### src/hdl/magic_word_frame_deframer_unit_assert.svh
// Assertion macros used by the deframer core (mwfd_core).
// Each macro expects signals named clk and rst_n in the enclosing module.
`ifndef MAGIC_WORD_FRAME_DEFRAMER_UNIT_ASSERT_SVH
`define MAGIC_WORD_FRAME_DEFRAMER_UNIT_ASSERT_SVH

// Same-cycle implication, checked only out of reset.
`define MWFD_ASSERT_IMP(lbl, ante, cons) \
  lbl: assert property (@(posedge clk) disable iff (!rst_n) (ante) |-> (cons)) \
    else $error("mwfd: same-cycle check failed");

// Next-cycle implication, checked only out of reset.
`define MWFD_ASSERT_NXT(lbl, ante, cons) \
  lbl: assert property (@(posedge clk) disable iff (!rst_n) (ante) |=> (cons)) \
    else $error("mwfd: next-cycle check failed");

`endif

### src/hdl/mwfd_pkg.sv
// Shared types and constants for the magic-word frame deframer.
// No dependencies; used by every RTL module of the block.
`default_nettype none

package mwfd_pkg;

  // Header layout and register reset values
  localparam logic [3:0]  HDR_BYTES     = 4'd8;
  localparam logic [31:0] MIN_FRAME_LEN = 32'd9;
  localparam logic [31:0] RESET_MAGIC   = 32'd1234567890;
  localparam logic [31:0] RESET_MAX_LEN = 32'd1000000;

  // Configuration port
  localparam int CFG_IDX_W = 2;

  typedef enum logic [CFG_IDX_W-1:0] {
    CFG_MAGIC_WORD    = 2'd0,
    CFG_MAX_FRAME_LEN = 2'd1
  } cfg_idx_t;

  // Result kind codes
  typedef enum logic {
    KIND_PAYLOAD = 1'b0,
    KIND_DISCARD = 1'b1
  } kind_t;

  // Byte held in the input stage
  typedef struct packed {
    logic       vld;
    logic [7:0] data;
  } item_t;

  // Result produced by the core for one byte
  typedef struct packed {
    logic       vld;
    kind_t      kind;
    logic [7:0] data;
    logic       last;
  } res_t;

endpackage

`default_nettype wire

### src/hdl/mwfd_in_stage.sv
// Input register stage of the deframer: holds one received byte.
// Depends on mwfd_pkg (item_t).
`default_nettype none

module mwfd_in_stage (
  input  wire logic          clk,
  input  wire logic          rst_n,
  input  wire logic          in_valid,
  output logic               in_stall,
  input  wire logic [7:0]    in_rx_byte,
  input  wire logic          adv,
  output mwfd_pkg::item_t    item,
  output logic               fire
);
  import mwfd_pkg::*;

  logic       vld_r, vld_nxt;
  logic [7:0] data_r, data_nxt;

  // Held byte leaves when the core can take it
  assign fire     = vld_r && adv;
  assign in_stall = vld_r && !adv;

  always_comb begin
    vld_nxt  = vld_r;
    data_nxt = data_r;
    if (!in_stall) begin
      vld_nxt  = in_valid;
      data_nxt = in_rx_byte;
    end
  end

  always_ff @(posedge clk) begin
    if (!rst_n) begin
      vld_r <= 1'b0;
    end else begin
      vld_r <= vld_nxt;
    end
  end

  always_ff @(posedge clk) begin
    data_r <= data_nxt;
  end

  assign item = '{vld: vld_r, data: data_r};

endmodule

`default_nettype wire

### src/hdl/mwfd_core.sv
// Deframer core: config registers, header window, hunt/payload state.
// Depends on mwfd_pkg and the assertion macro header.
`default_nettype none
`include "magic_word_frame_deframer_unit_assert.svh"

module mwfd_core (
  input  wire logic                             clk,
  input  wire logic                             rst_n,
  input  wire logic                             cfg_wr_en,
  input  wire logic [mwfd_pkg::CFG_IDX_W-1:0]   cfg_index,
  input  wire logic [31:0]                      cfg_data,
  input  wire mwfd_pkg::item_t                  item,
  input  wire logic                             fire,
  output mwfd_pkg::res_t                        res
);
  import mwfd_pkg::*;

  logic [31:0] magic_r, magic_nxt;
  logic [31:0] max_len_r, max_len_nxt;
  logic [63:0] win_r, win_nxt;
  logic [3:0]  fill_r, fill_nxt;
  logic        pay_r, pay_nxt;
  logic [31:0] rem_r, rem_nxt;

  logic [63:0] win_ins;
  logic [3:0]  fill_inc;
  logic [31:0] hdr_len;
  logic        hdr_ok;
  logic        fin;

  // Config writes; unknown indexes are dropped
  always_comb begin
    magic_nxt   = magic_r;
    max_len_nxt = max_len_r;
    if (cfg_wr_en) begin
      case (cfg_idx_t'(cfg_index))
        CFG_MAGIC_WORD:    magic_nxt   = cfg_data;
        CFG_MAX_FRAME_LEN: max_len_nxt = cfg_data;
        default:           ;
      endcase
    end
  end

  // New byte dropped into the first free window slot
  always_comb begin
    win_ins = win_r;
    for (int i = 0; i < 8; i++) begin
      if (fill_r[2:0] == 3'(i)) begin
        win_ins[8*i +: 8] = item.data;
      end
    end
  end

  assign fill_inc = fill_r + 4'd1;
  assign hdr_len  = win_ins[63:32];
  assign hdr_ok   = (win_ins[31:0] == magic_r) && (hdr_len >= MIN_FRAME_LEN) &&
                    (hdr_len <= max_len_r);
  assign fin      = (rem_r <= 32'd1);

  // Per-byte state update and result
  always_comb begin
    win_nxt  = win_r;
    fill_nxt = fill_r;
    pay_nxt  = pay_r;
    rem_nxt  = rem_r;
    res      = '{vld: 1'b0, kind: KIND_PAYLOAD, data: item.data, last: 1'b0};
    if (pay_r) begin
      res.vld  = 1'b1;
      res.last = fin;
      if (fin) begin
        pay_nxt  = 1'b0;
        rem_nxt  = 32'd0;
        win_nxt  = 64'd0;
        fill_nxt = 4'd0;
      end else begin
        rem_nxt = rem_r - 32'd1;
      end
    end else if (fill_inc < HDR_BYTES) begin
      // header still filling
      win_nxt  = win_ins;
      fill_nxt = fill_inc;
    end else if (hdr_ok) begin
      pay_nxt  = 1'b1;
      rem_nxt  = hdr_len - 32'(HDR_BYTES);
      win_nxt  = 64'd0;
      fill_nxt = 4'd0;
    end else begin
      // bad header: drop oldest byte, slide by one
      res.vld  = 1'b1;
      res.kind = KIND_DISCARD;
      res.data = win_ins[7:0];
      win_nxt  = {8'd0, win_ins[63:8]};
      fill_nxt = HDR_BYTES - 4'd1;
    end
  end

  always_ff @(posedge clk) begin
    if (!rst_n) begin
      magic_r   <= RESET_MAGIC;
      max_len_r <= RESET_MAX_LEN;
      win_r     <= 64'd0;
      fill_r    <= 4'd0;
      pay_r     <= 1'b0;
      rem_r     <= 32'd0;
    end else begin
      magic_r   <= magic_nxt;
      max_len_r <= max_len_nxt;
      if (fire) begin
        win_r  <= win_nxt;
        fill_r <= fill_nxt;
        pay_r  <= pay_nxt;
        rem_r  <= rem_nxt;
      end
    end
  end

  // Checks
  `MWFD_ASSERT_IMP(a_pay_win_empty, pay_r, (fill_r == 4'd0) && (win_r == 64'd0))
  `MWFD_ASSERT_IMP(a_pay_rem_live, pay_r, rem_r != 32'd0)
  `MWFD_ASSERT_IMP(a_discard_full, fire && res.vld && (res.kind == KIND_DISCARD),
                   fill_r == 4'd7)
  `MWFD_ASSERT_NXT(a_last_ends_frame, fire && pay_r && res.last, !pay_r && (fill_r == 4'd0))

endmodule

`default_nettype wire

### src/hdl/mwfd_out_stage.sv
// Output register stage of the deframer: holds one result transfer.
// Depends on mwfd_pkg (res_t, kind_t).
`default_nettype none

module mwfd_out_stage (
  input  wire logic            clk,
  input  wire logic            rst_n,
  input  wire mwfd_pkg::res_t  res,
  input  wire logic            fire,
  output logic                 adv,
  output logic                 out_valid,
  input  wire logic            out_stall,
  output logic                 out_kind,
  output logic [7:0]           out_data,
  output logic                 out_last
);
  import mwfd_pkg::*;

  logic       vld_r, vld_nxt;
  res_t       res_r, res_nxt;
  logic       load;

  // Slot free when empty or being drained this cycle
  assign adv  = !vld_r || !out_stall;
  assign load = fire && res.vld;

  always_comb begin
    vld_nxt = vld_r && out_stall;
    res_nxt = res_r;
    if (load) begin
      vld_nxt = 1'b1;
      res_nxt = res;
    end
  end

  always_ff @(posedge clk) begin
    if (!rst_n) begin
      vld_r <= 1'b0;
    end else begin
      vld_r <= vld_nxt;
    end
  end

  always_ff @(posedge clk) begin
    res_r <= res_nxt;
  end

  assign out_valid = vld_r;
  assign out_kind  = res_r.kind;
  assign out_data  = res_r.data;
  assign out_last  = res_r.last;

endmodule

`default_nettype wire

### src/hdl/magic_word_frame_deframer_unit.sv
// Magic-word frame deframer: byte stream in, payload/discard bytes out.
// Channels: in_* carries received bytes, out_* carries results (kind, data,
// last); both use valid/stall, a transfer happens when valid is high and
// stall is low. cfg_* writes register 0 (magic word) or 1 (max frame length);
// other indexes ignored; write only while the block is idle (not enforced).
// Each byte passes an input register, then the header/payload logic, then
// the output register, which drives out_valid. One byte is taken per cycle
// while out_stall is low; the header window and byte counter are updated
// as each byte passes the core.
// Bytes that only fill the header, and the byte completing a good header,
// give no result. A bad header reports its oldest byte as discarded.
// Reset (rst_n low, synchronous) empties both registers, clears the window
// and hunt state, and reloads magic 1234567890 and max length 1000000.
// When out_stall holds, the output register keeps its result, the input
// register fills and then in_stall rises in the same cycle; nothing is lost.
// Depends on mwfd_pkg, mwfd_in_stage, mwfd_core, mwfd_out_stage.
`default_nettype none

module magic_word_frame_deframer_unit (
  input  wire logic                             clk,
  input  wire logic                             rst_n,
  input  wire logic                             cfg_wr_en,
  input  wire logic [mwfd_pkg::CFG_IDX_W-1:0]   cfg_index,
  input  wire logic [31:0]                      cfg_data,
  input  wire logic                             in_valid,
  output logic                                  in_stall,
  input  wire logic [7:0]                       in_rx_byte,
  output logic                                  out_valid,
  input  wire logic                             out_stall,
  output logic                                  out_kind,
  output logic [7:0]                            out_data,
  output logic                                  out_last
);
  import mwfd_pkg::*;

  item_t item;
  res_t  res;
  logic  fire;
  logic  adv;

  mwfd_in_stage u_in (
    .clk        (clk),
    .rst_n      (rst_n),
    .in_valid   (in_valid),
    .in_stall   (in_stall),
    .in_rx_byte (in_rx_byte),
    .adv        (adv),
    .item       (item),
    .fire       (fire)
  );

  mwfd_core u_core (
    .clk       (clk),
    .rst_n     (rst_n),
    .cfg_wr_en (cfg_wr_en),
    .cfg_index (cfg_index),
    .cfg_data  (cfg_data),
    .item      (item),
    .fire      (fire),
    .res       (res)
  );

  mwfd_out_stage u_out (
    .clk       (clk),
    .rst_n     (rst_n),
    .res       (res),
    .fire      (fire),
    .adv       (adv),
    .out_valid (out_valid),
    .out_stall (out_stall),
    .out_kind  (out_kind),
    .out_data  (out_data),
    .out_last  (out_last)
  );

endmodule

`default_nettype wire

### config.mk
export PLATFORM = sky130hd
export DESIGN_NAME = magic_word_frame_deframer_unit
export DESIGN_NICKNAME = d
export VERILOG_FILES = /design/src/hdl/mwfd_pkg.sv /design/src/hdl/mwfd_in_stage.sv /design/src/hdl/mwfd_core.sv /design/src/hdl/mwfd_out_stage.sv /design/src/hdl/magic_word_frame_deframer_unit.sv
export VERILOG_INCLUDE_DIRS = /design/src /design/src/hdl
export SDC_FILE = /design/constraint.sdc
export NUM_CORES = 1
export LEC_CHECK = 0
export BUFFER_PORTS_ARGS = -buffer_cell sky130_fd_sc_hd__buf_4
export CAP_MARGIN = 10
export CORE_UTILIZATION = 50
export CTS_CLUSTER_SIZE = 25
export DETAILED_ROUTE_END_ITERATION = 7
export GPL_ROUTABILITY_DRIVEN = 0
export HOLD_SLACK_MARGIN = 0.12
export MAX_ROUTING_LAYER = met4
export PLACE_DENSITY = 0.76
export SYNTH_ARGS = -nofsm -noshare
export SYNTH_HDL_FRONTEND = slang
export SYNTH_SLANG_ARGS = --single-unit
export TNS_END_PERCENT = 5
### constraint.sdc
create_clock -name clk -period 10.1 [get_ports clk]
set_input_delay 3.03 -clock clk [delete_from_list [all_inputs] [get_ports clk]]
set_output_delay 3.03 -clock clk [all_outputs]
set_load 0.005 [all_outputs]
# Yosys cells after proc, flatten, opt, wreduce, memory -nomap -nowiden
# Cells that the tools add are included.
dict set report word_totals {
  regBits 185
  wordCells 77
  inputBits 47
}
dict set report op_classes {
  order_cmp 4
  addsub 3
  n_mux 29
  eq_ne 11
  reduce_logical 18
}
# op count
set ops {}
lappend ops {{64-bit two-way mux} 3}
lappend ops {{32-bit two-way mux} 4}
lappend ops {{8-bit two-way mux} 9}
lappend ops {{56-bit two-way mux} 1}
lappend ops {{32-bit equality test} 1}
lappend ops {{32-bit by 4-bit greater-or-equal comparator with 1-bit output (second input constant)} 1}
lappend ops {{32-bit by 1-bit <= comparator with 1-bit output (second input constant)} 1}
lappend ops {{32-bit <= comparator} 1}
lappend ops {{32-bit by 1-bit subtractor with 32-bit output (second input constant)} 1}
lappend ops {{32-bit by 4-bit subtractor with 32-bit output (second input constant)} 1}
lappend ops {{10-bit two-way mux} 2}
lappend ops {{3-bit equality test (second input constant)} 4}
lappend ops {{4-bit two-way mux} 3}
lappend ops {{3-bit by 2-bit equality test with 1-bit output (second input constant)} 2}
lappend ops {{1-bit logical AND} 6}
lappend ops {{1-bit two-way mux} 6}
lappend ops {{2-bit AND reduction} 3}
lappend ops {{4-bit by 1-bit adder with 4-bit output (second input constant)} 1}
lappend ops {{4-bit < comparator (second input constant)} 1}
lappend ops {{3-bit by 1-bit equality test with 1-bit output (second input constant)} 1}
lappend ops {{1-bit zero test} 3}
lappend ops {{3-bit zero test} 1}
lappend ops {{3-bit two-way mux} 1}
lappend ops {{3-bit AND reduction} 1}
lappend ops {{other kinds (7)} 7}

# Depth between registers and ports, before layout
# Gate-level depths: netlist (run 1).
dict set report depth {
  ltp_word 10
  ltp_mapped 17
}

# Modules after synthesis
# Synthesis (run 1) repeated with hierarchy kept, for this count alone.
dict set report hier_totals {
  cells_unflattened 1375
  hier_area_um2 10842.9
}
# module area_per_inst_um2 cells_each n_inst seq_area_each_um2
set by_module_without_submodules {}
lappend by_module_without_submodules {mwfd_core 10197.3 1346 1 3283.1}
lappend by_module_without_submodules {mwfd_out_stage 345.3 15 1 320.3}
lappend by_module_without_submodules {mwfd_in_stage 300.3 14 1 260.2}

# Worst setup path before layout (run 1)
# No wires, ideal clock.
dict set report synth_path {
  path_type {in2out}
  startpoint {input port out_stall}
  endpoint {output port in_stall}
  arrival_ns 3.422
  required_ns 7.070
  path_slack_ns 3.648
  stages 2
  path_cell_list {nand3_1 inv_1}
}
dict set report synth_between {
  elab_chain_cells 4
}
# element line_no
set synth_rtl {}
lappend synth_rtl {{from (decl)} magic_word_frame_deframer_unit.sv:29} ;# input wire logic out_stall,
lappend synth_rtl {{1-bit zero test} mwfd_out_stage.sv:24} ;# assign adv = !vld_r || !out_stall;
lappend synth_rtl {{1-bit logical OR} mwfd_out_stage.sv:24}
lappend synth_rtl {{1-bit zero test} mwfd_in_stage.sv:22} ;# assign in_stall = vld_r && !adv;
lappend synth_rtl {{1-bit logical AND} mwfd_in_stage.sv:22}
lappend synth_rtl {{to (decl)} magic_word_frame_deframer_unit.sv:26} ;# output logic in_stall,
# No other way between the ends.

# Worst setup path after layout (run 1)
# Same ends and word-level chain as after synthesis.

==> results of run 1 <==
synth_stat cells, drive strengths merged (13+ instances only):
master	n
nand2	207
or3	14
nor3	33
edfxtp	18
nor2	70
o22ai	17
mux2i	38
xnor2	30
buf	34
nand4	59
ha	40
o211ai	15
mux2	22
nand3	34
nand4b	17
nor4	22
dfxtp	166
a31oi	19
a22oi	62
nand2b	13
a21oi	140
clkbuf	70
o21ai	52
xor2	15
inv	70
report_power, final:
group	switching [uW]	total [uW]	internal, uW
Combinational	94.1	144	49.5
Clock	380	731	351
Sequential	14.1	764	750
Total	488	1640	1150
worst max-delay path, stage by stage:
cell and delay [ps]:
buf_4 120, nand3_1 320, inv_1 100, buf_4 150
registers in the layout (all words and copies together), names as in the netlist:
name	cells
u_out.out_data	8
u_core.magic_r	32
u_out.out_kind	1
u_core.pay_r	1
u_out.out_valid	1
u_core.max_len_r	32
u_core.fill_r	3
u_out.out_last	1
u_core.rem_r	32
u_in.data_r	8
u_in.vld_r	1
u_core.win_r	64
through the flow:
stage | hold WS, ps | cell area (um2)
after global routing | 481 | 12600
after global placement | 437 | 11900
after detailed placement | 448 | 11900
after CTS | 459 | 12600
final | 456 | 12600
after floorplan | 429 | 11400
layout by cell type (no fill, tap or decap), types with 22 or more instances in the layout:
master,synthesis,final
o21ai_0,40,40
nand3_1,33,33
inv_1,69,68
mux2i_1,38,38
buf_4,4,80
nand2_1,205,205
xnor2_1,30,30
nand4_1,58,58
mux2_2,22,22
nor3_1,31,29
nor2_1,68,67
dfxtp_1,166,166
a21oi_1,140,140
ha_1,40,40
a22oi_1,62,62
worst paths after layout:
| kind | depth (start not counted) | startpoint | to | slack (ps) |
|---|---|---|---|---|
| worst min-delay path | 2 | u_core.win_r[62] | u_core.win_r[62] | 460 |
| worst max-delay path | 4 | out_stall | in_stall | 3350 |
| worst max register to register | 13 | u_core.fill_r[1] | u_out.out_data[4] | 4190 |
| worst min register to register | 2 | u_core.win_r[62] | u_core.win_r[62] | 460 |
final cells by class:
type | count | area, um2 | share of cell area
Sequential cell | 184 | 3860 | 0.307
Clock buffer | 17 | 425 | 0.0339
Tap cell | 280 | 350 | 0.0279
Inverter | 70 | 265 | 0.0211
Timing Repair Buffer | 80 | 601 | 0.0478
Multi-Input combinational cell | 1059 | 6830 | 0.544
Clock inverter | 15 | 226 | 0.0180
routing by layer:
layer  track usage  wire length [um]  part of all wire
met1         0.382             14500              0.40
met2         0.494             16600              0.46
met3        0.0482              3250             0.089
met4         0.182              2010             0.055
met5             -                 0                 0
logic make-up after synthesis:
group           synth area share
fa+ha+maj                 0.0438
buf+inv                   0.0652
mux                       0.0550
xor+xnor                  0.0345
flops                      0.338
compound gates             0.230
simple gates               0.233
==> flow_summary.toml, run 1 <==
[status]
run_status = "complete, no violations"

[timing]
min_period_ps = 6750
report.final.slew_viol_count = 0
worst_slack_ps = 3350
rsz0062_at_grt = "no"
setup_tns_ps = 0
maxSlewHeadroom = 0.242
period_share = 0.668
fin_skew_ps = 20.2
timing.fmax_mhz = 148
tightest_slew_ps = 1130
hold_viol_final = 0
setup_viol = 0

[die]
rows = 54
initial_core_util = 0.517
fp.dieArea_mm2 = 0.0234
ioPinCount = 59
core_mm2 = 0.0221
die-width_um = 153
fp.dieH_um = 153

[clock_network]
postCtsSetupBuffers = 0
h-tree-depth = 4
cts_made_buffers = 17
cts.sinks = 184
cts_resized = 0
cts_max_path_buffers = 2
holdBufCountCts = 0
path_clk_slew_ps = 80
clockRootBuffer = "clkbuf_16"
insertion_delay_ps = 460
cts_tree = "done"

[routing]
first_iter_violations = 1299
drt-wirelength-per-cell_um = 21.4
firstDrtPassIters = 7
drc_errors = 0
ant_nets = 0
drt_wl_total_um = 36400
vias = 11300
viasPerCell = 6.63

[layout]
stdcell_count = 1705
layout-drive-gt1-share = 0.119
nFillCells = 1993
areaGrowthSynthToFinish_pct = 10.1
finalCoreUtilization = 0.569
antennaDiodeCount = 0
fin_nets = 1499

[yosys]
postSynth.asyncResetShare = 0
synth_edf_count = 18
synth.top_cell.area_share = 0.291
postSynthCellCount = 1417
yosysWarnings = 0
netlist_area_mm2 = 0.0114
ys_types = 93
yosysSeqAreaShare = 0.338
ys_ff_latch = 184
synth_flop_cell = "dfxtp_1"
syn-num-nets = 1504
syn_area_per_cell_um2 = 8.06
yosys.area.top_type = "dfxtp_1"
netlist_top_cells_area = "dfxtp_1, nand2_1, a21oi_1"

[critical_path]
arrival_ps = 3720
worstSetupPathType = "primary input to output pin"
endpoint_kind = "output pin"
critPathMaxFanout = 9
critPathLaunchType = "primary input"
crit_required_ps = 7070

[global_route]
grt_max_degree = 91
first_global_vias = 10200
track_usage = 0.314
grt.overflow.total = 0
antenna_found_initial = 0
grt_pass1_wl_um = 56100

[run]
max_cap_violations = 0

[power]
vdd_drop_max_uv = 104
p_per_area_mw_per_mm2 = 130
p_leak_uw = 0.00488
total_power_uw = 1640

[placed_design]
port_buffers = 58
placedCellCount = 1673
dp_hpwl_um = 24400
place_ws_ps = 3340

[worst_hold_path]
hp-class = "register to register"
(Power assumes the default switching activity.)
==> run 2, diff against run 1 <==
- PLACE_DENSITY: 0.76 -> 0.79
- clock period: 10.1 -> 5.5 ns (I/O delays scaled with it)
==> flow_summary.toml, run 2 (synthesized netlist as in run 1, its figures left out) <==
[power]
total_power_uw = 3060
p_leak_uw = 0.00493
vdd_drop_max_uv = 156
p_per_area_mw_per_mm2 = 242

[timing]
report.final.slew_viol_count = 0
fin_hold_ws_ps = 458
period_share = 0.913
setup_viol = 0
tightest_slew_ps = 1170
fin_skew_ps = 16.2
maxSlewHeadroom = 0.219
timing.fmax_mhz = 199
setup_tns_ps = 0
min_period_ps = 5020
hold_viol_final = 0
rsz0062_at_grt = "no"

[layout]
fin_nets = 1507
final_common_cell = "nand2_1"
max_flop_register = "u_core.win_r"
antennaDiodeCount = 0
final_cell_mix = "nand2_1, dfxtp_1, a21oi_1"
layout-drive-gt1-share = 0.124
largest_reg_flops = 64
finalCoreUtilization = 0.573
areaGrowthSynthToFinish_pct = 10.9

[die]
fp.dieArea_mm2 = 0.0234
core_mm2 = 0.0221
fp.dieH_um = 153
die-width_um = 153
initial_core_util = 0.517
rows = 54
ioPinCount = 59

[critical_path]
crit_buf_inv = 3
endpoint_kind = "register"
critPathLaunchType = "register"
critPathMaxStageDelay_ps = 570
crit_path_cell_trace = "inv_1 > ha_1 > nand2_1 > mux2i_1 > inv_1 > ha_1 > nand4_1 > or4_1 > or2_1 > o32ai_2 > nand4b_4 > buf_12 > or3_1 > a31oi_1"
arrival_ps = 5400
worstSetupPathType = "register to register"
critPathMaxFanout = 45
path_delay_family = "simple AND/OR/NAND/NOR gates"
crit_required_ps = 5870
crit_slowest_cell = "or4_1"

[clock_network]
postCtsSetupBuffers = 0
cts.sinks = 184
cts_max_path_buffers = 2
cts_made_buffers = 17
path_clk_slew_ps = 90
cts_resized = 0
h-tree-depth = 4
clockRootBuffer = "clkbuf_16"
insertion_delay_ps = 460
cts_tree = "done"
holdBufCountCts = 0

[placed_design]
port_buffers = 58
dp_hpwl_um = 26100

[global_route]
grt.busiest_layer = "met2"
grt_max_degree = 102
track_usage = 0.338
first_global_vias = 10800
met2_usage = 0.500
grt_use_met1 = 0.404
antenna_found_initial = 0
grt_use_met3 = 0.0882
grt.overflow.total = 0
grt_pass1_wl_um = 60100

[routing]
vias = 11700
first_iter_violations = 1788
drc_errors = 0
viasPerCell = 6.81
drt-wirelength-per-cell_um = 22.7
firstDrtPassIters = 8
ant_nets = 0
drt_wl_total_um = 38900

[status]
run_status = "complete, no violations"

[worst_hold_path]
hp-class = "register to register"

[run]
max_cap_violations = 0
-- run 2: power by group --
group / internal, uW / switching (uW) / total, uW / leakage (uW)
registers: 1380 / 32.9 / 1410 / 0.00152
clock network: 657 / 728 / 1390 / 0.000320
logic: 91.8 / 176 / 268 / 0.00309
total: 2130 / 937 / 3060 / 0.00493
-- run 2: routing by layer --
metal / up-vias / share of wire
li1: 5234 / -
met1: 5392 / 0.37
met2: 825 / 0.44
met3: 208 / 0.12
met4: 0 / 0.074
met5: - / 0
-- run 2: through the flow --
stage	cells	instance area [um2]	setup slack, ps
after global placement	1681	12000	770
final	1713	12700	477
after CTS	1713	12700	563
after global routing	1713	12700	216
after floorplan	1417	11400	896
after detailed placement	1681	12000	590
-- run 2: tightest hold or removal path: cells and delay by family, from the launching register on --
kind | cells | cell delay (ps)
AO/OA/AOI/OAI | 1 | 50
AND/OR/NAND/NOR | 1 | 50
flip-flops | 1 | 310
-- run 2: area by class of cell --
class	count	area, um2
Clock inverter	15	243
Fill cell	1960	9440
Inverter	70	265
Clock buffer	17	425
Multi-Input combinational cell	1059	6830
Tap cell	280	350
Sequential cell	184	3860
Timing Repair Buffer	88	673
-- run 2: worst paths after layout --
check / to / start / slack, ps / depth (start not counted)
worst max-delay path: u_core.rem_r[19] / u_core.fill_r[1] / 480 / 14
worst min-delay path: u_core.max_len_r[11] / u_core.max_len_r[11] / 460 / 2
worst min register to register: u_core.max_len_r[11] / u_core.max_len_r[11] / 460 / 2
worst max register to register: u_core.rem_r[19] / u_core.fill_r[1] / 480 / 14
